## config.mk

```make
export PLATFORM = sky130hd
export DESIGN_NAME = noisy_tile_pixel_generator_flat
export DESIGN_NICKNAME = d
export VERILOG_FILES = /design/src/rtl/ntp_pkg.sv /design/src/rtl/ntp_channels.sv /design/src/rtl/ntp_cfg_regs.sv /design/src/rtl/ntp_mod_unit.sv /design/src/rtl/ntp_pixel_pack.sv /design/src/rtl/noisy_tile_pixel_generator.sv /design/src/flat_wrapper.sv
export SDC_FILE = /design/constraint.sdc
export NUM_CORES = 1
export LEC_CHECK = 0
export BUFFER_PORTS_ARGS = -buffer_cell sky130_fd_sc_hd__buf_2
export CELL_PAD_IN_SITES_DETAIL_PLACEMENT = 1
export CELL_PAD_IN_SITES_GLOBAL_PLACEMENT = 1
export CORE_ASPECT_RATIO = 1.2
export CORE_UTILIZATION = 49
export DETAILED_ROUTE_END_ITERATION = 12
export PLACE_DENSITY = 0.83
export SYNTH_ARGS = -nofsm -noshare
export SYNTH_HDL_FRONTEND = slang
export SYNTH_SLANG_ARGS = --single-unit
```

## constraint.sdc

```tcl
create_clock -name clk -period 13.48 [get_ports clk]
set_input_delay 2.696 -clock clk [delete_from_list [all_inputs] [get_ports clk]]
set_output_delay 2.696 -clock clk [all_outputs]
set_load 0.1 [all_outputs]
```

## src/rtl/ntp_pkg.sv

```systemverilog
// Shared types and constants for the noisy tile pixel generator.
package ntp_pkg;

  localparam int unsigned TILE_SIDE_DEF = 16;

  localparam logic [31:0] RNG_SEED = 32'h9E37_79B9;
  localparam int unsigned SHIFT_A = 13;
  localparam int unsigned SHIFT_B = 17;
  localparam int unsigned SHIFT_C = 5;

  localparam int unsigned DIV_W   = 7;
  localparam int unsigned DVD_W   = 32;
  localparam logic [DIV_W-1:0] AMP_MOD  = 7'd17;
  localparam logic [DIV_W-1:0] SIGN_MOD = 7'd3;
  localparam logic [4:0]       AMP_BIAS = 5'd8;

  // Fixed moduli: byte fold, then reciprocal multiply on the small sum.
  localparam int unsigned FOLD_W     = 10;
  localparam logic [7:0]  AMP_RECIP  = 8'd241;   // ceil(2^12 / 17)
  localparam int unsigned AMP_RSH    = 12;
  localparam logic [9:0]  SIGN_RECIP = 10'd683;  // ceil(2^11 / 3)
  localparam int unsigned SIGN_RSH   = 11;

  localparam int unsigned CFG_IDX_W  = 3;
  localparam int unsigned CFG_DATA_W = 8;

  typedef enum logic [CFG_IDX_W-1:0] {
    REG_BASE_RED      = 3'd0,
    REG_BASE_GREEN    = 3'd1,
    REG_BASE_BLUE     = 3'd2,
    REG_NOISE_LIMIT   = 3'd3,
    REG_SPECKLE_LEVEL = 3'd4
  } reg_idx_t;

  typedef struct packed {
    logic [7:0]       base_red;
    logic [7:0]       base_green;
    logic [7:0]       base_blue;
    logic [DIV_W-1:0] noise_limit;
    logic [DIV_W-1:0] speckle_level;
  } cfg_t;

  typedef struct packed {
    logic             start;
    logic [DVD_W-1:0] dividend;
    logic [DIV_W-1:0] divisor;
  } mod_req_t;

  typedef struct packed {
    logic             busy;
    logic             done;
    logic [DIV_W-1:0] rem;
  } mod_rsp_t;

  function automatic logic [31:0] xorshift32(input logic [31:0] x);
    logic [31:0] t;
    t = x ^ (x << SHIFT_A);
    t = t ^ (t >> SHIFT_B);
    t = t ^ (t << SHIFT_C);
    return t;
  endfunction

  // 256 is 1 modulo both 17 and 3, so the byte sum keeps the remainder.
  function automatic logic [FOLD_W-1:0] byte_fold(input logic [31:0] x);
    return {2'b00, x[31:24]} + {2'b00, x[23:16]} + {2'b00, x[15:8]} + {2'b00, x[7:0]};
  endfunction

  // Quotient estimate is exact for sums below 4096.
  function automatic logic [4:0] fold_mod17(input logic [FOLD_W-1:0] s);
    logic [17:0]       prod;
    logic [5:0]        quo;
    logic [FOLD_W-1:0] back;
    logic [FOLD_W-1:0] rem;
    prod = {8'd0, s} * {10'd0, AMP_RECIP};
    quo  = 6'(prod >> AMP_RSH);
    back = {4'd0, quo} * {3'd0, AMP_MOD};
    rem  = s - back;
    return rem[4:0];
  endfunction

  // Quotient estimate is exact for sums below 2048.
  function automatic logic [1:0] fold_mod3(input logic [FOLD_W-1:0] s);
    logic [19:0]       prod;
    logic [8:0]        quo;
    logic [FOLD_W-1:0] back;
    logic [FOLD_W-1:0] rem;
    prod = {10'd0, s} * {10'd0, SIGN_RECIP};
    quo  = 9'(prod >> SIGN_RSH);
    back = {1'b0, quo} * {3'd0, SIGN_MOD};
    rem  = s - back;
    return rem[1:0];
  endfunction

endpackage

```

## src/rtl/ntp_channels.sv

```systemverilog
// Valid/ready channel interfaces: request, pixel result and register write.
interface ntp_in_if;
  logic valid;
  logic ready;
  logic advance;
  modport source(output valid, output advance, input ready);
  modport sink(input valid, input advance, output ready);
endinterface

interface ntp_out_if;
  logic        valid;
  logic        ready;
  logic [15:0] pixel;
  logic        last_pixel;
  modport source(output valid, output pixel, output last_pixel, input ready);
  modport sink(input valid, input pixel, input last_pixel, output ready);
endinterface

interface ntp_cfg_if;
  logic                            valid;
  logic                            ready;
  logic [ntp_pkg::CFG_IDX_W-1:0]   index;
  logic [ntp_pkg::CFG_DATA_W-1:0]  data;
  modport source(output valid, output index, output data, input ready);
  modport sink(input valid, input index, input data, output ready);
endinterface

```

## src/rtl/ntp_cfg_regs.sv

```systemverilog
// Configuration register file written over the cfg channel.
module ntp_cfg_regs (
  input  logic          clk,
  input  logic          rst_n,
  ntp_cfg_if.sink       cfg_ch,
  output ntp_pkg::cfg_t cfg_o
);

  ntp_pkg::cfg_t cfg_r;

  assign cfg_ch.ready = 1'b1;
  assign cfg_o        = cfg_r;

  always_ff @(posedge clk) begin
    if (!rst_n) begin
      cfg_r.base_red      <= 8'd0;
      cfg_r.base_green    <= 8'd0;
      cfg_r.base_blue     <= 8'd0;
      cfg_r.noise_limit   <= 7'd4;
      cfg_r.speckle_level <= 7'd3;
    end else if (cfg_ch.valid && cfg_ch.ready) begin
      unique case (cfg_ch.index)
        ntp_pkg::REG_BASE_RED:      cfg_r.base_red      <= cfg_ch.data;
        ntp_pkg::REG_BASE_GREEN:    cfg_r.base_green    <= cfg_ch.data;
        ntp_pkg::REG_BASE_BLUE:     cfg_r.base_blue     <= cfg_ch.data;
        ntp_pkg::REG_NOISE_LIMIT:   cfg_r.noise_limit   <= cfg_ch.data[ntp_pkg::DIV_W-1:0];
        ntp_pkg::REG_SPECKLE_LEVEL: cfg_r.speckle_level <= cfg_ch.data[ntp_pkg::DIV_W-1:0];
        default: ; // unmapped index, write dropped
      endcase
    end
  end

endmodule

```

## src/rtl/ntp_mod_unit.sv

```systemverilog
// Bit-serial restoring remainder unit, one dividend bit per cycle.
module ntp_mod_unit (
  input  logic              clk,
  input  logic              rst_n,
  input  ntp_pkg::mod_req_t req_i,
  output ntp_pkg::mod_rsp_t rsp_o
);

  localparam int unsigned CNT_W = $clog2(ntp_pkg::DVD_W);

  logic [ntp_pkg::DVD_W-1:0] dvd_r;
  logic [ntp_pkg::DIV_W-1:0] div_r;
  logic [ntp_pkg::DIV_W-1:0] rem_r;
  logic [CNT_W-1:0]          cnt_r;
  logic                      busy_r;
  logic                      done_r;
  logic [ntp_pkg::DIV_W:0]   trial;
  logic [ntp_pkg::DIV_W:0]   rem_nxt;

  always_comb begin
    trial = {rem_r, dvd_r[ntp_pkg::DVD_W-1]};
    if (trial >= {1'b0, div_r}) begin
      rem_nxt = trial - {1'b0, div_r};
    end else begin
      rem_nxt = trial;
    end
  end

  always_ff @(posedge clk) begin
    if (!rst_n) begin
      busy_r <= 1'b0;
      done_r <= 1'b0;
      cnt_r  <= '0;
    end else begin
      done_r <= 1'b0;
      if (req_i.start) begin
        busy_r <= 1'b1;
        cnt_r  <= '0;
      end else if (busy_r) begin
        cnt_r <= cnt_r + 1'b1;
        if (cnt_r == CNT_W'(ntp_pkg::DVD_W - 1)) begin
          busy_r <= 1'b0;
          done_r <= 1'b1;
        end
      end
    end
  end

  always_ff @(posedge clk) begin
    if (req_i.start) begin
      dvd_r <= req_i.dividend;
      div_r <= req_i.divisor;
      rem_r <= '0;
    end else if (busy_r) begin
      dvd_r <= {dvd_r[ntp_pkg::DVD_W-2:0], 1'b0};
      rem_r <= rem_nxt[ntp_pkg::DIV_W-1:0];
    end
  end

  assign rsp_o.busy = busy_r;
  assign rsp_o.done = done_r;
  assign rsp_o.rem  = rem_r;

endmodule

```

## src/rtl/ntp_pixel_pack.sv

```systemverilog
// Applies the signed offset to each base channel, clamps and packs RGB565.
module ntp_pixel_pack (
  input  ntp_pkg::cfg_t              cfg_i,
  input  logic [ntp_pkg::DIV_W-1:0]  amp_i,
  input  logic                       pos_i,
  input  logic                       neg_i,
  output logic [15:0]                pixel_o
);

  function automatic logic [7:0] offset_clamp(input logic [7:0] base,
                                              input logic [ntp_pkg::DIV_W-1:0] amp,
                                              input logic pos, input logic neg);
    logic [8:0] sum;
    logic [8:0] dif;
    logic [7:0] res;
    sum = {1'b0, base} + {2'b00, amp};
    dif = {1'b0, base} - {2'b00, amp};
    res = base;
    if (pos) begin
      res = sum[8] ? 8'hFF : sum[7:0];
    end else if (neg) begin
      res = dif[8] ? 8'h00 : dif[7:0];
    end
    return res;
  endfunction

  logic [7:0] red;
  logic [7:0] green;
  logic [7:0] blue;

  assign red     = offset_clamp(cfg_i.base_red,   amp_i, pos_i, neg_i);
  assign green   = offset_clamp(cfg_i.base_green, amp_i, pos_i, neg_i);
  assign blue    = offset_clamp(cfg_i.base_blue,  amp_i, pos_i, neg_i);
  assign pixel_o = {red[7:3], green[7:2], blue[7:3]};

endmodule

```

## src/rtl/noisy_tile_pixel_generator.sv

```systemverilog
// Top level of the noisy tile pixel generator: sequencer, generator and output register.
//
// Usage:
//   in_ch   request channel; one transaction with advance = 1 asks for the next
//           pixel of the tile in raster order. A transaction with advance = 0 is
//           taken and dropped, giving no result.
//   out_ch  result channel; one transaction per pixel: RGB565 word plus
//           last_pixel, high on pixel TILE_SIDE*TILE_SIDE-1 of each tile.
//   cfg_ch  register write channel, always ready; write only while idle.
// Timing: each pixel needs two or three xorshift32 draws. The mod 17 and mod 3
//   draws each step through draw + byte fold, reciprocal and evaluate; the
//   speckle draw goes through the bit-serial remainder unit (32 steps). The
//   result is held in the output register, and the speckle remainder is
//   skipped when the speckle level is zero. A new request is taken only once
//   the sequencer is back in idle, after its pixel is loaded. The 32-step
//   remainder loop sets the worst case.
// Reset: generator reloads its seed, the tile position returns to 0 and the
//   configuration registers take their reset values; no result is pending.
// Stall: the finished pixel sits in the output register; a new request is
//   accepted meanwhile, and the sequencer holds a second pixel at its final
//   step until the output register frees up.
module noisy_tile_pixel_generator #(
  parameter int unsigned TILE_SIDE = ntp_pkg::TILE_SIDE_DEF
) (
  input  logic      clk,
  input  logic      rst_n,
  ntp_in_if.sink    in_ch,
  ntp_out_if.source out_ch,
  ntp_cfg_if.sink   cfg_ch
);

  localparam int unsigned TOTAL = TILE_SIDE * TILE_SIDE;
  localparam int unsigned CNT_W = $clog2(TOTAL);
  localparam logic [CNT_W-1:0] LAST_POS = CNT_W'(TOTAL - 1);
  localparam int unsigned AW = ntp_pkg::DIV_W;

  typedef enum logic [5:0] {
    S_IDLE = 6'b000001,
    S_DRAW = 6'b000010,
    S_FOLD = 6'b000100,
    S_DIV  = 6'b001000,
    S_EVAL = 6'b010000,
    S_PACK = 6'b100000
  } state_t;

  typedef enum logic [1:0] {
    PH_AMP     = 2'd0,
    PH_SIGN    = 2'd1,
    PH_SPECKLE = 2'd2
  } phase_t;

  state_t state_r, state_nxt;
  phase_t phase_r, phase_nxt;

  ntp_pkg::cfg_t     cfg;
  ntp_pkg::mod_req_t mod_req;
  ntp_pkg::mod_rsp_t mod_rsp;

  logic [31:0]      rng_r, rng_nxt;
  logic [CNT_W-1:0] cnt_r;
  logic [AW-1:0]    amp_r, amp_nxt;
  logic             pos_r, pos_nxt;
  logic             neg_r, neg_nxt;
  logic             zero_draw_r;
  logic [ntp_pkg::FOLD_W-1:0] fold_r;
  logic [4:0]       cst_rem_r;
  logic [31:0]      draw;
  logic             skip_div;
  logic [4:0]       amp_raw;
  logic             speck_hit;
  logic [15:0]      pixel;
  logic             load_out;

  logic        out_valid_r;
  logic [15:0] out_pixel_r;
  logic        out_last_r;

  ntp_cfg_regs u_cfg (
    .clk    (clk),
    .rst_n  (rst_n),
    .cfg_ch (cfg_ch),
    .cfg_o  (cfg)
  );

  ntp_mod_unit u_mod (
    .clk   (clk),
    .rst_n (rst_n),
    .req_i (mod_req),
    .rsp_o (mod_rsp)
  );

  ntp_pixel_pack u_pack (
    .cfg_i   (cfg),
    .amp_i   (amp_r),
    .pos_i   (pos_r),
    .neg_i   (neg_r),
    .pixel_o (pixel)
  );

  assign draw     = ntp_pkg::xorshift32(rng_r);
  // Zero speckle level: remainder is the draw itself, so only a zero draw hits.
  assign skip_div = (phase_r == PH_SPECKLE) && (cfg.speckle_level == '0);
  assign load_out = (state_r == S_PACK) && (!out_valid_r || out_ch.ready);

  // |rem - 8| for the amplitude draw; rem stays below 17
  always_comb begin
    if (cst_rem_r >= ntp_pkg::AMP_BIAS) begin
      amp_raw = cst_rem_r - ntp_pkg::AMP_BIAS;
    end else begin
      amp_raw = ntp_pkg::AMP_BIAS - cst_rem_r;
    end
  end

  assign speck_hit = (cfg.speckle_level == '0) ? zero_draw_r : (mod_rsp.rem == '0);

  always_comb begin
    mod_req.start    = 1'b0;
    mod_req.dividend = draw;
    mod_req.divisor  = cfg.speckle_level;

    state_nxt = state_r;
    phase_nxt = phase_r;
    rng_nxt   = rng_r;
    amp_nxt   = amp_r;
    pos_nxt   = pos_r;
    neg_nxt   = neg_r;

    unique case (state_r)
      S_IDLE: begin
        if (in_ch.valid && in_ch.advance) begin
          state_nxt = S_DRAW;
          phase_nxt = PH_AMP;
        end
      end
      S_DRAW: begin
        rng_nxt = draw;
        if (phase_r != PH_SPECKLE) begin
          state_nxt = S_FOLD;
        end else if (skip_div) begin
          state_nxt = S_EVAL;
        end else begin
          mod_req.start = 1'b1;
          state_nxt     = S_DIV;
        end
      end
      S_FOLD: begin
        state_nxt = S_EVAL;
      end
      S_DIV: begin
        if (mod_rsp.done) begin
          state_nxt = S_EVAL;
        end
      end
      S_EVAL: begin
        unique case (phase_r)
          PH_AMP: begin
            amp_nxt   = ({2'b00, amp_raw} > cfg.noise_limit) ? '0 : {2'b00, amp_raw};
            phase_nxt = PH_SIGN;
            state_nxt = S_DRAW;
          end
          PH_SIGN: begin
            // remainder 0, 1, 2 maps to sign -1, 0, +1
            neg_nxt = (cst_rem_r == '0);
            pos_nxt = (cst_rem_r == 5'd2);
            if (cst_rem_r == 5'd2) begin
              phase_nxt = PH_SPECKLE;
              state_nxt = S_DRAW;
            end else begin
              state_nxt = S_PACK;
            end
          end
          default: begin
            if (speck_hit) begin
              amp_nxt = cfg.speckle_level;
            end
            state_nxt = S_PACK;
          end
        endcase
      end
      S_PACK: begin
        if (load_out) begin
          state_nxt = S_IDLE;
        end
      end
      default: state_nxt = S_IDLE;
    endcase
  end

  assign in_ch.ready = (state_r == S_IDLE);

  always_ff @(posedge clk) begin
    if (!rst_n) begin
      state_r     <= S_IDLE;
      phase_r     <= PH_AMP;
      rng_r       <= ntp_pkg::RNG_SEED;
      cnt_r       <= '0;
      out_valid_r <= 1'b0;
    end else begin
      state_r <= state_nxt;
      phase_r <= phase_nxt;
      rng_r   <= rng_nxt;
      if (load_out) begin
        out_valid_r <= 1'b1;
        cnt_r       <= (cnt_r == LAST_POS) ? '0 : cnt_r + 1'b1;
      end else if (out_ch.ready) begin
        out_valid_r <= 1'b0;
      end
    end
  end

  always_ff @(posedge clk) begin
    amp_r <= amp_nxt;
    pos_r <= pos_nxt;
    neg_r <= neg_nxt;
    if (state_r == S_DRAW) begin
      zero_draw_r <= (draw == '0);
      fold_r      <= ntp_pkg::byte_fold(draw);
    end
    // fixed modulus of the folded draw: 17 for amplitude, 3 for sign
    if (state_r == S_FOLD) begin
      cst_rem_r <= (phase_r == PH_AMP) ? ntp_pkg::fold_mod17(fold_r)
                                       : {3'b000, ntp_pkg::fold_mod3(fold_r)};
    end
    if (load_out) begin
      out_pixel_r <= pixel;
      out_last_r  <= (cnt_r == LAST_POS);
    end
  end

  assign out_ch.valid      = out_valid_r;
  assign out_ch.pixel      = out_pixel_r;
  assign out_ch.last_pixel = out_last_r;

  // a request with advance set always starts the amplitude draw
  a_start_draw: assert property (@(posedge clk) disable iff (!rst_n)
    in_ch.valid && in_ch.ready && in_ch.advance |=> state_r == S_DRAW && phase_r == PH_AMP)
    else $error("request did not start the amplitude draw");

  // the remainder unit is busy or finishing whenever the sequencer waits on it
  a_div_busy: assert property (@(posedge clk) disable iff (!rst_n)
    state_r == S_DIV |-> mod_rsp.busy || mod_rsp.done)
    else $error("sequencer waiting on an idle remainder unit");

  // generator advances only on a draw step
  a_rng_hold: assert property (@(posedge clk) disable iff (!rst_n)
    $past(rst_n) && $past(state_r != S_DRAW) |-> rng_r == $past(rng_r))
    else $error("generator state moved outside a draw");

  // tile position wraps after the flagged last pixel
  a_wrap: assert property (@(posedge clk) disable iff (!rst_n)
    load_out && cnt_r == LAST_POS |=> cnt_r == '0 && out_ch.last_pixel)
    else $error("tile position did not wrap on the last pixel");

  // a new result appears only out of the pack step
  a_out_src: assert property (@(posedge clk) disable iff (!rst_n)
    $past(rst_n) && $rose(out_valid_r) |-> $past(state_r == S_PACK))
    else $error("result appeared outside the pack step");

endmodule
```

## src/flat_wrapper.sv

```systemverilog
// flat-port wrapper written by rule: the top's interface ports become plain ports
module noisy_tile_pixel_generator_flat 
#(
  parameter int unsigned TILE_SIDE = ntp_pkg::TILE_SIDE_DEF
)
  (clk, rst_n, in_ch_valid, in_ch_advance, in_ch_ready, out_ch_valid, out_ch_pixel, out_ch_last_pixel, out_ch_ready, cfg_ch_valid, cfg_ch_index, cfg_ch_data, cfg_ch_ready);
  ntp_in_if in_ch_i ();
  ntp_out_if out_ch_i ();
  ntp_cfg_if cfg_ch_i ();
  input  logic clk;
  input  logic rst_n;
  input wire logic [$bits(in_ch_i.valid)-1:0] in_ch_valid;
  input wire logic [$bits(in_ch_i.advance)-1:0] in_ch_advance;
  output wire logic [$bits(in_ch_i.ready)-1:0] in_ch_ready;
  output wire logic [$bits(out_ch_i.valid)-1:0] out_ch_valid;
  output wire logic [$bits(out_ch_i.pixel)-1:0] out_ch_pixel;
  output wire logic [$bits(out_ch_i.last_pixel)-1:0] out_ch_last_pixel;
  input wire logic [$bits(out_ch_i.ready)-1:0] out_ch_ready;
  input wire logic [$bits(cfg_ch_i.valid)-1:0] cfg_ch_valid;
  input wire logic [$bits(cfg_ch_i.index)-1:0] cfg_ch_index;
  input wire logic [$bits(cfg_ch_i.data)-1:0] cfg_ch_data;
  output wire logic [$bits(cfg_ch_i.ready)-1:0] cfg_ch_ready;
  assign in_ch_i.valid = in_ch_valid;
  assign in_ch_i.advance = in_ch_advance;
  assign in_ch_ready = in_ch_i.ready;
  assign out_ch_valid = out_ch_i.valid;
  assign out_ch_pixel = out_ch_i.pixel;
  assign out_ch_last_pixel = out_ch_i.last_pixel;
  assign out_ch_i.ready = out_ch_ready;
  assign cfg_ch_i.valid = cfg_ch_valid;
  assign cfg_ch_i.index = cfg_ch_index;
  assign cfg_ch_i.data = cfg_ch_data;
  assign cfg_ch_ready = cfg_ch_i.ready;
  noisy_tile_pixel_generator #(.TILE_SIDE(TILE_SIDE)) u_core (.clk(clk), .rst_n(rst_n), .in_ch(in_ch_i), .out_ch(out_ch_i), .cfg_ch(cfg_ch_i));
endmodule
```

# After elaboration in Yosys (flattened, before gate mapping)
# Cells that the tools add are included.
dict set report word_totals {
  out_inout_bits 20
  word_cells 144
  regBits 182
  input_bits 17
}
dict set report classes {
  n_lt_le_gt_ge 3
  bitwise 6
  addsub 16
  n_reduce_logical 26
  n_eq_ne 21
  n_mux 43
  multipliers 4
}
# op count
set ops {}
lappend ops {{two-way mux 8 bit} 13}
lappend ops {{two-way mux 32 bit} 2}
lappend ops {{XOR 32 bit} 2}
lappend ops {{case mux 6 bit (6 select lines)} 1}
lappend ops {{logical NOT 32 bit} 1}
lappend ops {{XOR 32 x 15 -> 32 bit} 1}
lappend ops {{two-way mux 6 bit} 5}
lappend ops {{adder 8 x 7 -> 9 bit} 3}
lappend ops {{subtractor 8 x 7 -> 9 bit} 3}
lappend ops {{adder 10 x 8 -> 10 bit} 2}
lappend ops {{multiplier 10 x 10 -> 20 bit, second input constant} 1}
lappend ops {{multiplier 10 x 8 -> 18 bit, second input constant} 1}
lappend ops {{two-way mux 5 bit} 3}
lappend ops {{logical NOT 7 bit} 2}
lappend ops {{two-way mux 7 bit} 2}
lappend ops {{case mux 7 bit (2 select lines)} 1}
lappend ops {{case mux 6 bit (2 select lines)} 1}
lappend ops {{AND reduction 2 bit} 6}
lappend ops {{two-way mux 1 bit} 10}
lappend ops {{adder 8 x 8 -> 9 bit} 1}
lappend ops {{multiplier 9 x 2 -> 2 bit, second input constant} 1}
lappend ops {{adder 8 x 1 -> 8 bit, second input constant} 1}
lappend ops {{== test 8 bit, second input constant} 1}
lappend ops {{greater-or-equal comparator 8 x 7 -> 1 bit} 1}
lappend ops {{other kinds (40)} 54}

# Logic depth before layout (Yosys ltp)
# Gate-level depths: netlist of run 1.
dict set report logic_depth {
  depth_word 6
  ltp_mapped 25
  mapped_depth_nobuf 25
}

# Cells and area by module
# From an unflattened synthesis of run 1, not the netlist that was laid out.
dict set report hier_totals {
  hier_cells 1325
  hier_area_um2 13354.1
}
# module area_per_inst_um2 instances seq_area_each_um2 cells_each
set modules_own_cells {}
lappend modules_own_cells {noisy_tile_pixel_generator 7500.9 1 2242.2 730}
lappend modules_own_cells {ntp_mod_unit 2600.0 1 1451.4 203}
lappend modules_own_cells {ntp_pixel_pack 1786.7 1 0.0 249}
lappend modules_own_cells {ntp_cfg_regs 1466.4 1 760.7 143}

# Worst setup path before layout of run 1
# Ideal clock, no wire load.
dict set report synth_timing {
  path_kind {register to register}
  from {reg u_core.fold_r[2] (netlist name)}
  to {reg u_core.cst_rem_r[4] (data pin)}
  arrival_time_ns 5.468
  setup_time_ns 0.265
  required_ns 13.215
  period_less_slack_ns 5.733
  n_path_buf 1
  path_slack_ns 7.747
  path_stages_with_launch 23
  cell_sequence {edfxtp_1 > clkbuf_1 > inv_1 > fa_1 > inv_1 > fa_1 > fa_1 > ha_1 > ha_1 > or3_1 > o211ai_1 > nand2_1 > xor2_1 > ha_1 > ha_1 > xnor2_1 > ha_1 > o21ai_0 > nand2b_1 > a21oi_1 > xnor3_1 > xor2_1 > nor2_1}
}
dict set report synth_between {
  elab_chain_len 3
}
# item line_no
set synth_rtl {}
lappend synth_rtl {{from (decl)} noisy_tile_pixel_generator.sv:65} ;# logic [ntp_pkg::FOLD_W-1:0] fold_r;
lappend synth_rtl {{from (signal assigned)} noisy_tile_pixel_generator.sv:217} ;# fold_r <= ntp_pkg::byte_fold(draw);
lappend synth_rtl {{multiplier 10 x 8 -> 18 bit} ntp_pkg.sv:74} ;# prod = {8'd0, s} * {10'd0, AMP_RECIP};
lappend synth_rtl {{multiplier 6 x 5 -> 5 bit} ntp_pkg.sv:76} ;# back = {4'd0, quo} * {3'd0, AMP_MOD};
lappend synth_rtl {{subtractor 5 bit (*)} ntp_pkg.sv:77} ;# rem = s - back;
lappend synth_rtl {{to (signal assigned)} noisy_tile_pixel_generator.sv:221} ;# cst_rem_r <= (phase_r == PH_AMP) ? ntp_pkg::fold_mod17(fold_r)
lappend synth_rtl {{to (decl)} noisy_tile_pixel_generator.sv:66} ;# logic [4:0] cst_rem_r;
# Mark *: on every way between the ends. The rest lies on a longest branch, timed or not.
# A chain may end at the register's enable or synchronous reset.

# Worst setup path after layout of run 1
# Ends and elaborated chain as after synthesis.

==> results of run 1 <==
==> cell usage in the layout (no fill, tap or decap), types with 4 or more instances in the layout <==
master / synthesis / layout
sky130_fd_sc_hd__edfxtp_1: 81 / 81
sky130_fd_sc_hd__a211oi_1: 6 / 6
sky130_fd_sc_hd__nor3_1: 21 / 21
sky130_fd_sc_hd__a31oi_1: 4 / 4
sky130_fd_sc_hd__a21o_1: 13 / 13
sky130_fd_sc_hd__o21ai_0: 60 / 60
sky130_fd_sc_hd__o21ai_2: 4 / 4
sky130_fd_sc_hd__and3_1: 8 / 8
sky130_fd_sc_hd__a21boi_0: 37 / 37
sky130_fd_sc_hd__o31ai_1: 6 / 6
sky130_fd_sc_hd__ha_1: 148 / 148
sky130_fd_sc_hd__nand4_1: 15 / 15
sky130_fd_sc_hd__o21ai_1: 16 / 16
sky130_fd_sc_hd__mux2i_1: 17 / 17
sky130_fd_sc_hd__o211ai_1: 20 / 20
sky130_fd_sc_hd__xor2_1: 44 / 44
sky130_fd_sc_hd__nand2b_1: 17 / 17
sky130_fd_sc_hd__and2_1: 10 / 10
sky130_fd_sc_hd__nand2_1: 193 / 193
sky130_fd_sc_hd__buf_2: 10 / 35
sky130_fd_sc_hd__nand3b_1: 12 / 12
sky130_fd_sc_hd__buf_4: 2 / 5
sky130_fd_sc_hd__and3b_1: 5 / 5
sky130_fd_sc_hd__or3_1: 10 / 10
sky130_fd_sc_hd__nor2_1: 61 / 61
sky130_fd_sc_hd__xnor2_1: 69 / 69
sky130_fd_sc_hd__xor2_2: 4 / 4
sky130_fd_sc_hd__o211a_1: 9 / 9
sky130_fd_sc_hd__clkbuf_16: 0 / 17
sky130_fd_sc_hd__a22o_1: 7 / 7
sky130_fd_sc_hd__inv_1: 130 / 130
sky130_fd_sc_hd__nor2b_1: 36 / 35
sky130_fd_sc_hd__dfxtp_1: 101 / 101
sky130_fd_sc_hd__a21oi_1: 54 / 54
sky130_fd_sc_hd__inv_6: 0 / 6
sky130_fd_sc_hd__nor4_1: 12 / 12
sky130_fd_sc_hd__nand3_1: 25 / 25
sky130_fd_sc_hd__o21a_1: 11 / 11
sky130_fd_sc_hd__fa_1: 47 / 47
==> layout make-up <==
cell class                 instances  share of cell area
multi-input combinational       1043               0.564
sequential                       182               0.315
inverter                         132              0.0351
clock buffer                      17              0.0301
tap                              335              0.0297
timing repair buffer              40              0.0151
clock inverter                    15              0.0100
antenna                            1            0.000177
==> power by group through the flow <==
| stage | clock network [mW] | registers [mW] | logic [mW] |
|---|---|---|---|
| 2_1_floorplan | 0 | 0.719 | 1.87 |
| 3_3_place_gp | 0 | 0.729 | 2.26 |
| 3_5_place_dp | 0 | 0.731 | 2.48 |
| 4_1_cts | 0.511 | 0.719 | 2.53 |
| 5_1_grt | 0.531 | 0.722 | 2.82 |
| 6_report | 0.503 | 0.719 | 2.51 |
==> worst max path at each step <==
stage | start | end | cells past startpoint
2_1_floorplan | u_core.fold_r[2]$_DFFE_PN_ | u_core.cst_rem_r[4]$_SDFFCE_PN0N_ | 22
3_3_place_gp | u_core.fold_r[2]$_DFFE_PN_ | u_core.cst_rem_r[4]$_SDFFCE_PN0N_ | 21
3_5_place_dp | u_core.fold_r[2]$_DFFE_PN_ | u_core.cst_rem_r[4]$_SDFFCE_PN0N_ | 22
4_1_cts | u_core.fold_r[2]$_DFFE_PN_ | u_core.cst_rem_r[4]$_SDFFCE_PN0N_ | 22
5_1_grt | u_core.fold_r[2]$_DFFE_PN_ | u_core.cst_rem_r[4]$_SDFFCE_PN0N_ | 22
6_report | u_core.fold_r[2]$_DFFE_PN_ | u_core.cst_rem_r[4]$_SDFFCE_PN0N_ | 22
==> sequential cells by signal, indices dropped and copies added, names as in the netlist, 2 cells and up <==
name	cells
u_core.amp_r	7
u_core.cnt_r	8
u_core.cst_rem_r	5
u_core.fold_r	10
u_core.out_ch.pixel	16
u_core.phase_r	2
u_core.rng_r	32
u_core.state_r	6
u_core.u_cfg.cfg_o	38
u_core.u_mod.cnt_r	5
u_core.u_mod.div_r	7
u_core.u_mod.dvd_r	32
u_core.u_mod.rem_r	7
==> stage by stage <==
stage               cell area, sq um  power [mW]  utilization  cells  hold WS (ns)
floorplan                      13100        2.58            -   1402         0.435
global placement               13500        2.99        0.514   1732         0.454
detailed placement             13500        3.21        0.514   1732         0.460
CTS                            14100        3.76        0.536   1764         0.470
global route                   14100        4.07        0.536   1764         0.505
finish                         14100        3.73        0.536   1765         0.470
==> worst max-delay path: cells and delay by family (launching register included) <==
kind	cells	cell delay, ns
AO/OA/AOI/OAI	4	0.64
XOR/XNOR	4	0.74
adder cells (fa/ha/maj)	8	3.15
buffers and inverters	2	0.32
flip-flops	1	0.67
AND/OR/NAND/NOR	4	0.58
==> logic make-up after synthesis <==
logic type	after synthesis	share of synthesized area
flip-flops	182	0.339
multiplexers	19	0.0147
XOR/XNOR	118	0.0820
adder cells (fa/ha/maj)	195	0.213
other	1	0.000285
AND/OR/NAND/NOR	438	0.161
buffers and inverters	177	0.0549
AO/OA/AOI/OAI	272	0.136
==> routing by layer <==
metal	up-vias	GRT usage	part of all wire
met3	89	0.0382	0.027
met4	0	0.111	0.036
met2	170	0.488	0.53
met1	5018	0.287	0.40
met5	-	0	0
li1	4852	-	-
==> results by stage, run 1 <==
Detailed routing:
- The initial DRC count is about 350.
- The total iterations of the first detailed-routing run is 5.
- Once detail routing completed, the nets flagged for antenna violations numbered 0.
- Dividing the detail-routed wire length by the instance count gives 19.4 um.
- Dividing the detail-routed via count by the number of cells gives between 5 and 6.
- Across all layers, the routed design uses 10.1k vias.
- For this run, design rule violations remaining after detail routing come to 0.
- The sum of routed wire length over all layers is approximately 34000 um.

Placement:
- The worst-case setup slack after placement is around 7 ns.
- The wire-length estimate of the detail-placed layout is ~26000 um.
- The global placement routability congestion is around 0.88.
- In this run the tool buffered the top-level ports with 35 buffer cells.

Global routing:
- The number of global-route vias before repair was 11.0k.
- The wire length of the first global-routing pass is 55600 um.
- For this run the aggregate overflow at the end of global routing stands at 0.
- The overall fraction of global-route tracks in use is 0.261.
- Entering global routing, the biggest net connects 50 pins.
- The number of antenna violations at the first check in global routing is 1.

Clock network:
- In this run the clock root is driven by a sky130_fd_sc_hd__clkbuf_16.
- The number of buffers inserted for hold repair after clock tree synthesis is 0.
- Clock-pin slew was measured on the worst setup and hold paths at about 0.07 ns.
- The H-tree depth is 4.
- The latest clock arrival within the worst-skew pair is 0.45 ns.
- Clock tree synthesis inserted a total of 17 buffers.
- The TritonCTS clock tree is built.
- For this design, the sink count on the clock tree is 182.
- The number of gates given a new drive strength after cts is 0.
- No sink is reached through more buffers than the 2 on the longest clock path.
- The number of setup buffers added after CTS is 0.

Synth:
- The number of nets in the synthesized netlist is between 1.5k and 2k.
- The async set-or-reset flop fraction in the synthesized netlist is 0.
- The most common cell in the synthesized netlist is sky130_fd_sc_hd__nand2_1.
- Sorting the synthesized cells by how often they occur yields sky130_fd_sc_hd__nand2_1, sky130_fd_sc_hd__ha_1, sky130_fd_sc_hd__inv_1.
- The count of state elements after synthesis is 182.
- The most used flip-flop cell after synthesis is sky130_fd_sc_hd__dfxtp_1.
- Yosys attributes the largest share of cell area to sky130_fd_sc_hd__edfxtp_1, sky130_fd_sc_hd__dfxtp_1, sky130_fd_sc_hd__ha_1, sky130_fd_sc_hd__fa_1, sky130_fd_sc_hd__nand2_1.
- The proportion of synthesized chip area in sequential cells is 0.339.
- The synthesized area divided by synthesized cell count is 9.37 sq um.
- During synthesis, Yosys emitted a total of 0 warnings.
- The share of Yosys cell area claimed by the top area cell type is 0.185.
- The number of enable-type register cells in the synthesized netlist is 81.
- In the synthesized netlist, the number of instances is 1402.
- The dominant cell type by area after synthesis is sky130_fd_sc_hd__edfxtp_1.
- The area of the mapped netlist is 0.0131 sq mm.
- The count of cell types in the netlist is 69.

Floorplan:
- The height of the chip is around 180 um.
- The die is 151 um wide.
- The die covers 0.0275 sq mm.
- The core footprint is approximately 0.026 sq mm.
- The number of placement rows is between 60 and 70.
- During I/O placement, the number of pins put on the boundary was 37.
- The initial standard-cell utilization of the core is 0.499.

Layout:
- The multi-input logic area is 0.00797 sq mm.
- Across the whole layout, storage elements account for 0.00445 sq mm.
- The filler cells instantiated in the layout total between 3k and 4k.
- The fraction of layout cells with a size suffix above 1 is 0.0644.
- In the final design database the tool counted 1628 nets.
- The area growth from synthesis to layout is 7.44%.

Worst setup path:
- The type of destination of the critical path is a flip-flop.
- The peak fanout along the critical path is 13.
- For this run, the slowest stage of the critical path takes roughly 0.67 ns.
- The endpoint of the lowest-slack register-to-register path is u_core.cst_rem_r[4]$_SDFFCE_PN0N_.
- The startpoint kind of the worst setup timing path is a flip-flop.
- STA puts the critical path data required time at 13.68 ns.
- The origin of the critical flop-to-flop path is u_core.fold_r[2]$_DFFE_PN_.
- The worst register-to-register path has a setup slack of 7.12 ns.
- Data on the critical path arrives at its endpoint at between 6 and 7 ns.
- The critical path class is reg2reg.
- In this design, the critical path's most frequently occurring cell is sky130_fd_sc_hd__ha_1.
- The slowest library cell on the worst path is sky130_fd_sc_hd__edfxtp_1.
- The logic depth of the worst register-to-register path is 22.
- Walking the worst path, the cells encountered are inv_1 > fa_1 > inv_1 > fa_1 > fa_1 > ha_1 > ha_1 > nor4_1 > a21oi_1 > o211ai_1 > nand2_1 > xor2_1 > ha_1 > ha_1 > xnor2_1 > ha_1 > o21ai_0 > nand2b_1 > a21oi_1 > xnor3_1 > xor2_1 > nor2_1.

STA:
- Setup repair after global routing left no endpoint under its margin.
- In the finished design, the share of the clock period the worst path needs comes to 0.472.
- The clock period minus final worst setup slack is 6.36 ns.
- Derived from the worst setup path, the maximum achievable clock frequency is 0.157 GHz.
- At the pin with the least slew margin, the transition time is approximately 0.96 ns.
- The max-slew violation count is 0.
- The total negative slack for setup checks is 0 ns.
- The final worst clock skew is 0.0108 ns.
- Headroom to the max-slew limit came out at 0.361.
- The worst setup margin is 7.12 ns.
- The number of failing setup endpoints in the final timing report is 0.
- The hold violation count in the final report is 0.

Hold path:
- In this run the most critical hold path is launched from u_core.u_cfg.cfg_o[12]$_SDFFE_PN0P_.
- The worst hold path endpoint is u_core.u_cfg.cfg_o[12]$_SDFFE_PN0P_.
- The hold-critical path depth is 2.
- The min-delay analysis places its worst path in the category reg2reg.

Power:
- Cell internal power was estimated by the tool at 2.04 mW.
- The share of total power dissipated in sequential elements is 0.193.
- The analysis attributes to net switching a power of 1.69 mW.
- The analysis attributes to cell leakage a power of 6.29 nW.
- In this run the power density over the cells is 264 mW/mm^2.
- Of the total power, the share spent switching nets is 0.453.
- The worst-case IR drop observed on VDD is 0.249 mV.
- The combinational share of power is 0.672.
- The share of total power dissipated in the clock network is 0.135.

Run:
- The tool flagged a number of max-cap violations equal to 0.

Run status:
- The run finished with clean final reports.
Note: power is estimated with default switching activity, not from simulation.
==> inputs of run 2 (changes only) <==
--- a/config.mk
+++ b/config.mk
@@ -5,13 +5,14 @@
 export SDC_FILE = /design/constraint.sdc
 export NUM_CORES = 1
 export LEC_CHECK = 0
+export ABC_AREA = 1
 export BUFFER_PORTS_ARGS = -buffer_cell sky130_fd_sc_hd__buf_2
 export CELL_PAD_IN_SITES_DETAIL_PLACEMENT = 1
 export CELL_PAD_IN_SITES_GLOBAL_PLACEMENT = 1
 export CORE_ASPECT_RATIO = 1.2
-export CORE_UTILIZATION = 49
+export CORE_UTILIZATION = 48
 export DETAILED_ROUTE_END_ITERATION = 12
-export PLACE_DENSITY = 0.83
+export PLACE_DENSITY = 0.84
 export SYNTH_ARGS = -nofsm -noshare
 export SYNTH_HDL_FRONTEND = slang
 export SYNTH_SLANG_ARGS = --single-unit
==> constraint.sdc (replaced) <==
create_clock -name clk -period 6.32 [get_ports clk]
set_input_delay 1.264 -clock clk [delete_from_list [all_inputs] [get_ports clk]]
set_output_delay 1.264 -clock clk [all_outputs]
set_load 0.1 [all_outputs]
==> run 2 against run 1 <==
Effect of this change:
- register-to-register slack worse by 6.8 ns
- global-route usage is 1.5 points higher
- final cell count is 19% higher
- critical endpoint unchanged
==> results by stage, run 2 <==
Synth:
- Summing every instance area after synthesis gives about 0.013 sq mm.
- The number of nets in the synthesized netlist is 1897.
- The cell count after synthesis is 1685.
- Yosys instantiated no cell more often than sky130_fd_sc_hd__nand2_1.
- Ranked by total cell area, the synthesized netlist is headed by sky130_fd_sc_hd__edfxtp_1, sky130_fd_sc_hd__dfxtp_1, sky130_fd_sc_hd__ha_1, sky130_fd_sc_hd__nand2_1, sky130_fd_sc_hd__inv_1.
- For this run, asynchronously set or reset flops after synthesis account for 0.
- Among all flip-flop cells after synthesis, the most frequent one is sky130_fd_sc_hd__dfxtp_1.
- After synthesis, the mean cell area works out to roughly 8.0 sq um.
- The count of cell types in the netlist is 45.
- The dominant cell type by area after synthesis is sky130_fd_sc_hd__edfxtp_1.
- The share of Yosys cell area claimed by the top area cell type is 0.180.
- The share of the Yosys chip area taken by registers is 0.330.
- After synthesis, the most frequently instantiated cells are sky130_fd_sc_hd__nand2_1, sky130_fd_sc_hd__inv_1, sky130_fd_sc_hd__ha_1.
- The synthesized design contains slightly above 80 enable-type register cells.
- For this run, the number of Yosys warnings is 0.
- After synthesis the netlist holds a flip-flop and latch count of 182.

STA:
- The worst setup margin is 0.359 ns.
- Of the available clock period, the critical path in the final layout requires 0.943.
- Setup total negative slack on the finished layout was measured at 0 ns.
- On the final layout, the worst clock skew is around 0.012 ns.
- The hold violation count in the final report is 0.
- Setup violations remaining at the end of the flow were counted as 0.
- The max-slew violation count was 0.
- Setup repair after global routing left no endpoint under its margin.
- The clock period minus final worst setup slack is 5.96 ns.
- In this run the tightest slew margin relative to its limit is 0.293.
- Derived from the worst setup path, the maximum achievable clock frequency is 0.168 GHz.
- The pin slew with the least headroom to its limit is 1.05 ns.

Run status:
- The run finished with clean final reports.

Layout:
- The layout has 3341 filler cells.
- The layout overhead on the synthesized area is 8.30%.
- The register with the most flip-flops in the layout has 38 of them.
- Summing all multi-input logic gate instances after layout gives 0.00780 sq mm.
- For this run, the post-layout net count is between 1.5k and 2k.
- Leaving out fill and tap cells, the most frequent cells in the layout are sky130_fd_sc_hd__nand2_1, sky130_fd_sc_hd__inv_1, sky130_fd_sc_hd__ha_1.
- The antenna diode instance count is 0.
- Across the whole layout, storage elements account for 0.00445 sq mm.
- The fraction of layout cells with a size suffix above 1 is 0.0568.
- Leaving out fill and tap cells, the most frequent cell in the layout is sky130_fd_sc_hd__nand2_1.

Floorplan:
- The floorplan step defined a die boundary enclosing 0.0288 sq mm.
- In this run the core area contains 66 standard-cell rows.
- The overall die width is 155 um.
- The height of the chip is between 150 and 200 um.
- The total area inside the core boundary comes to 0.0273 sq mm.
- The initial utilization of the core area, before any placement, comes to 0.494.
- For this design the top-level I/O count stands at 37.

Clock network:
- Clock-pin slew was measured on the worst setup and hold paths at 0.08 ns.
- The latest clock arrival within the worst-skew pair is approximately 0.45 ns.
- The number of gates given a new drive strength after cts is 0.
- Post-CTS timing repair inserted 0 buffers for setup.
- The clock drives 182 sinks.
- The H-tree depth is 4.
- The cell at the root of the clock tree is sky130_fd_sc_hd__clkbuf_16.
- Buffers inserted to repair hold after CTS numbered 0.
- TritonCTS created 17 clock buffers.
- The maximum count of clock buffers along a single path is 2.
- TritonCTS built the clock tree.

Global routing:
- The number of global-route vias before repair is 12.5k.
- Entering global routing, the biggest net connects 68 pins.
- The number of antenna violations at the first check in global routing is 0.
- The global route total overflow is 0.
- The wire length of the first global-routing pass is 61800 um.
- The overall fraction of global-route tracks in use is 0.276.

Worst setup path:
- The worst register-to-register path has a depth of 27.
- The largest single stage delay on the critical path is ~0.6 ns.
- In this design, the largest share of critical-path delay is due to adder cells.
- The sum of buffers and inverters on the critical path is 3.
- The slowest library cell on the worst path is sky130_fd_sc_hd__edfxtp_1.
- The arrival time reported for the critical path endpoint is 6.17 ns.
- The worst setup path is launched from a flip-flop.
- The data required time at the worst endpoint is 6.53 ns.
- In this run the number of cells on the critical path is 27.
- The most prevalent standard cell on the critical path is sky130_fd_sc_hd__nand2_1.
- Along the worst path, the maximum fanout reaches 9.
- The critical path in this run is classified as reg2reg.
- The type of destination of the critical path is a flip-flop.

Placement:
- Summed over all nets, the half-perimeter wirelength after detailed placement is 29200 um.
- The count of buffers added on input and output ports is 35.
- At the placement stage, the worst setup path has a slack of 0.407 ns.
- The congestion estimate from routability-driven global placement came to 0.911.

Detailed routing:
- The routed length on met1 is 15100 um.
- The detailed-route vias per instance is 5.40.
- The final layout contains routed wiring with a total length of 37900 um.
- The final route contains 11.3k vias.
- The sum of met2 wire segment lengths after detailed routing is 20600 um.
- The count of nets left with antenna violations once routing finished came out at 0.
- The first TritonRoute pass finished after 5 iterations.
- The routed design uses 844 um of met3 wire.
- The first routing iteration left 488 violations.
- In the routed design, unresolved DRC markers number 0.
- After detailed routing, no signal wire sits above met4.
- After detailed routing, the average wire length per cell comes to 18.1 um.

Hold path:
- The path class of the lowest-slack min-delay path is reg2reg.
- The hold-critical path depth is 0.

Run:
- The number of violations of the max-capacitance limit is 0.
==> run 2: through the flow <==
stage	utilization	cell area, sq um	hold slack, ns	std cells
floorplan	-	13500	0.408	1685
global placement	0.514	14000	0.424	2067
detailed placement	0.514	14000	0.422	2067
CTS	0.535	14600	0.443	2099
global route	0.535	14600	0.451	2099
finish	0.535	14600	0.447	2099
==> run 2: routing by layer <==
layer	vias to the layer above	track usage
met1	5554	0.294
met2	184	0.539
li1	5505	-
met5	-	0
met4	0	0.130
met3	96	0.0310
==> run 2: path summary, 6_finish.rpt <==
check                           slack [ns]                           endpoint                          startpoint
worst max-delay path                  0.36  u_core.cst_rem_r[4]$_SDFFCE_PN0N_          u_core.fold_r[1]$_DFFE_PN_
worst min-delay path                  0.45    u_core.u_mod.div_r[5]$_DFFE_PP_  u_core.u_cfg.cfg_o[5]$_SDFFE_PN0P_
worst max register to register        0.36  u_core.cst_rem_r[4]$_SDFFCE_PN0N_          u_core.fold_r[1]$_DFFE_PN_
worst min register to register        0.45    u_core.u_mod.div_r[5]$_DFFE_PP_  u_core.u_cfg.cfg_o[5]$_SDFFE_PN0P_
==> run 2: cell type report <==
cell class,instances,share of cell area
multi-input cells,1175,0.534
clock inverters,13,0.00831
repair buffers,41,0.0151
flip-flops and latches,182,0.305
clock buffers,19,0.0303
inverters,295,0.0758
well taps,374,0.0320
==> run 2: cells by family after synthesis <==
logic type      synth area share
compound gates             0.117
xor+xnor                  0.0705
fa+ha+maj                  0.207
buf+inv                   0.0921
flops                      0.330
other cells             0.000278
simple gates               0.183
Power of run 2 is left out: the tool's default activity adds up to more than one toggle a clock period on the data nets, which glitch-free logic cannot reach.
==> inputs of run 3 (changes only) <==
--- a/config.mk
+++ b/config.mk
@@ -10,9 +10,10 @@
 export CELL_PAD_IN_SITES_DETAIL_PLACEMENT = 1
 export CELL_PAD_IN_SITES_GLOBAL_PLACEMENT = 1
 export CORE_ASPECT_RATIO = 1.2
-export CORE_UTILIZATION = 48
+export CORE_UTILIZATION = 44
+export CTS_BUF_LIST = sky130_fd_sc_hd__clkbuf_16
 export DETAILED_ROUTE_END_ITERATION = 12
-export PLACE_DENSITY = 0.84
+export PLACE_DENSITY = 0.81
 export SYNTH_ARGS = -nofsm -noshare
 export SYNTH_HDL_FRONTEND = slang
 export SYNTH_SLANG_ARGS = --single-unit
==> constraint.sdc (replaced) <==
create_clock -name clk -period 5.4 [get_ports clk]
set_input_delay 1.08 -clock clk [delete_from_list [all_inputs] [get_ports clk]]
set_output_delay 1.08 -clock clk [all_outputs]
set_load 0.1 [all_outputs]
==> run 3 against run 2 <==
Effect of this change:
- the run now ends with negative setup slack left
- utilization down 2.5 points
- register-to-register slack worse by 0.55 ns
- sequential share of layout area is 1.2 points lower
- worst hold slack worse by 0.0069 ns
- maximum frequency up 6.5%
- sequential cell count is the same
- first-iteration DRC count up 6.8%
- non-clock buffer count up 28
- clock skew grew 0.0030 ns
- setup slack got worse by 0.55 ns
- final cell count increased by 2.1%
- critical path depth down 1
- critical path type unchanged
- largest cell class unchanged
==> results by stage, run 3 (same netlist as run 2, synthesis figures left out) <==
Run status:
- The flow ran to the end, but the final reports show violations.
- The final reports fail on negative setup slack.

Clock network:
- The clock passes through at most 2 buffers.
- The H-tree was split into 4 levels.
- The number of clock buffers inserted by TritonCTS is 17.
- For the worst-skew pair, the clock arrives at the later sink with an insertion delay of about 0.46 ns.
- TritonCTS built the clock tree.
- The number of buffers inserted for hold repair after clock tree synthesis is 0.
- The clock sink count is roughly 180.
- After clock tree synthesis, the clock-pin slew on the worst setup and hold paths is 0.08 ns.
- The cell at the root of the clock tree is sky130_fd_sc_hd__clkbuf_16.

Layout:
- In the layout the commonest cells are sky130_fd_sc_hd__nand2_1, sky130_fd_sc_hd__inv_1, sky130_fd_sc_hd__nor2_1.
- The fraction of layout cells with a size suffix above 1 is 0.103.
- After the last flow step, the layout net total stands at between 1.5k and 2k.
- The layout overhead on the synthesized area is 12.8%.
- The register with the most flip-flops in the layout has 38 of them.
- 0 antenna diodes ended up in the layout.
- Summing all non-filler instances in the final layout gives an area of 0.0152 sq mm.
- The commonest non-fill, non-tap cell in the layout is sky130_fd_sc_hd__nand2_1.

Global routing:
- The largest net degree at the start of global routing is 68.
- The global route total overflow is 0.
- The number of global-route vias before repair is 12.4k.
- For this run, the total global-route usage over all layers was measured as 0.244.
- The wire length of the first global-routing pass is 60600 um.
- The number of antenna violations at the first check in global routing is 0.

Detailed routing:
- The sum of routed wire length over all layers is roughly 39000 um.
- The average wire per cell in the routed design is 18.2 um.
- The detailed-route vias per instance is 5.37.
- After detailed routing, the number of remaining DRC violations is 0.
- The initial DRC count is 521.
- The post-route antenna net violation count is 0.
- The first TritonRoute pass finished after 5 iterations.
- Across all layers, the routed design uses 11.5k vias.

Floorplan:
- The overall die width is 162 um.
- In this run the standard cell core region covers 0.0299 sq mm.
- The number of placement rows is slightly below 70.
- The count of pins on the block boundary is 37.
- The die covers 0.0314 sq mm.
- The height of the chip is around 190 um.
- The initial standard-cell utilization of the core is 0.452.

Worst setup path:
- By instance count, the cell type seen most on the critical path is sky130_fd_sc_hd__ha_4.
- The worst setup path is launched from a flip-flop.
- The slowest stage of the critical path belongs to the cell sky130_fd_sc_hd__fa_2.
- Data on the critical path is required at its endpoint by 5.61 ns.
- The critical path contains buffers and inverters numbering 2 combined.
- The peak fanout along the critical path is 5.
- At the worst endpoint, the arrival time is between 5 and 6 ns.
- The kind of cell with the highest combined delay along the critical path is adder cells.
- The type of destination of the critical path is a flip-flop.
- The critical path class is reg2reg.
- For this run, the slowest stage of the critical path takes approximately 0.60 ns.

Run:
- The number of violations of the max-capacitance limit is 0.

Placement:
- The global placement routability congestion is 0.889.
- After detailed placement, the total cell area comes to 0.0142 sq mm.
- The quantity of I/O buffers inserted on ports is 35.
- The detailed placer's ending HPWL is between 20000 and 30000 um.
- Timing analysis after detailed placement gives a worst setup slack of -0.0693 ns.

STA:
- Between clock sinks in the finished design, the worst skew comes to 0.0147 ns.
- The maximum operating frequency is 0.179 GHz.
- Subtracting the final worst setup slack from the clock period gives 5.60 ns.
- The hold violation count in the final report is 0.
- Setup slack on the critical path of the routed design comes to -0.196 ns.
- Setup violations remaining at the end of the flow were counted as 1.
- Setup repair after global routing could not meet its margin everywhere.
- In the final timing run, aggregate negative setup slack is -0.196 ns.
- The max-slew violation count is 0.
- Dividing the final minimum period by the clock period gives 1.04.
- Measured against its own limit, the worst slew margin works out to 0.199.
- For the pin with the worst max-slew slack, the measured transition is 1.20 ns.

Hold path:
- The path class of the lowest-slack min-delay path is reg2reg.
-- run 3: changes by cell type in the layout (fill, tap and decap cells not counted), moves of 4 or more --
cell | before | now
sky130_fd_sc_hd__inv_8 | 0 | 6
sky130_fd_sc_hd__buf_6 | 0 | 4
sky130_fd_sc_hd__nand2_2 | 2 | 12
sky130_fd_sc_hd__inv_1 | 290 | 283
sky130_fd_sc_hd__ha_1 | 148 | 130
sky130_fd_sc_hd__nand2_1 | 307 | 295
sky130_fd_sc_hd__nor2_1 | 138 | 133
sky130_fd_sc_hd__ha_4 | 0 | 16
sky130_fd_sc_hd__nor2_2 | 3 | 7
sky130_fd_sc_hd__inv_2 | 2 | 9
sky130_fd_sc_hd__buf_4 | 6 | 30
-- run 3: cell type report --
class	count	area, sq um
flip-flops and latches	182	4450
fillers	3656	14700
clock buffers	17	425
well taps	390	488
multi-input cells	1175	8140
clock inverters	15	153
repair buffers	69	445
inverters	295	1110
-- run 3: worst register-to-register path, cell delays in order (launching register included) --
cell,delay (ns)
sky130_fd_sc_hd__edfxtp_1,0.44
sky130_fd_sc_hd__buf_6,0.16
sky130_fd_sc_hd__fa_2,0.60
sky130_fd_sc_hd__fa_1,0.46
sky130_fd_sc_hd__fa_2,0.59
sky130_fd_sc_hd__ha_4,0.21
sky130_fd_sc_hd__ha_4,0.27
sky130_fd_sc_hd__nand3_4,0.08
sky130_fd_sc_hd__o21bai_4,0.16
sky130_fd_sc_hd__nand2_2,0.09
sky130_fd_sc_hd__nand2_4,0.10
sky130_fd_sc_hd__a21oi_4,0.06
sky130_fd_sc_hd__xor2_1,0.24
sky130_fd_sc_hd__inv_1,0.15
sky130_fd_sc_hd__ha_4,0.31
sky130_fd_sc_hd__ha_4,0.20
sky130_fd_sc_hd__or2_4,0.26
sky130_fd_sc_hd__nand2_4,0.07
sky130_fd_sc_hd__ha_4,0.13
sky130_fd_sc_hd__nor2_4,0.04
sky130_fd_sc_hd__nor2_1,0.10
sky130_fd_sc_hd__nor2_1,0.07
sky130_fd_sc_hd__nand3b_1,0.20
sky130_fd_sc_hd__nand2_1,0.11
sky130_fd_sc_hd__nand2_2,0.07
sky130_fd_sc_hd__a21oi_2,0.13
sky130_fd_sc_hd__nor2_1,0.05
-- run 3: layer usage --
layer / share of wire / track usage / vias to the layer above
li1: - / - / 5570
met1: 0.41 / 0.276 / 5610
met2: 0.53 / 0.458 / 216
met3: 0.027 / 0.0291 / 107
met4: 0.037 / 0.101 / 0
met5: 0 / 0 / -
-- run 3: final timing paths --
check,depth (start not counted),from,slack [ns],endpoint
max,26,u_core.fold_r[2]$_DFFE_PN_,-0.20,u_core.cst_rem_r[4]$_SDFFCE_PN0N_
min,0,u_core.u_cfg.cfg_o[5]$_SDFFE_PN0P_,0.44,u_core.u_mod.div_r[5]$_DFFE_PP_
max reg2reg,26,u_core.fold_r[2]$_DFFE_PN_,-0.20,u_core.cst_rem_r[4]$_SDFFCE_PN0N_
min reg2reg,0,u_core.u_cfg.cfg_o[5]$_SDFFE_PN0P_,0.44,u_core.u_mod.div_r[5]$_DFFE_PP_
-- run 3: per-stage QoR --
step           std cells   util  hold WS (ns)
3_3_place_gp        2096  0.474         0.420
3_5_place_dp        2096  0.474         0.423
2_1_floorplan       1685      -         0.408
5_1_grt             2143  0.509         0.457
6_report            2143  0.509         0.440
4_1_cts             2133  0.495         0.443
-- run 3: timing repair --
action | 4_1_cts | 5_1_grt
cloned | 0 | 0
setup endpoints to repair | 2 | 3
setup buffers | 5 | 11
gates resized for setup | 5 | 61
pin swaps | 5 | 42
Power of run 3 is left out for the same reason.
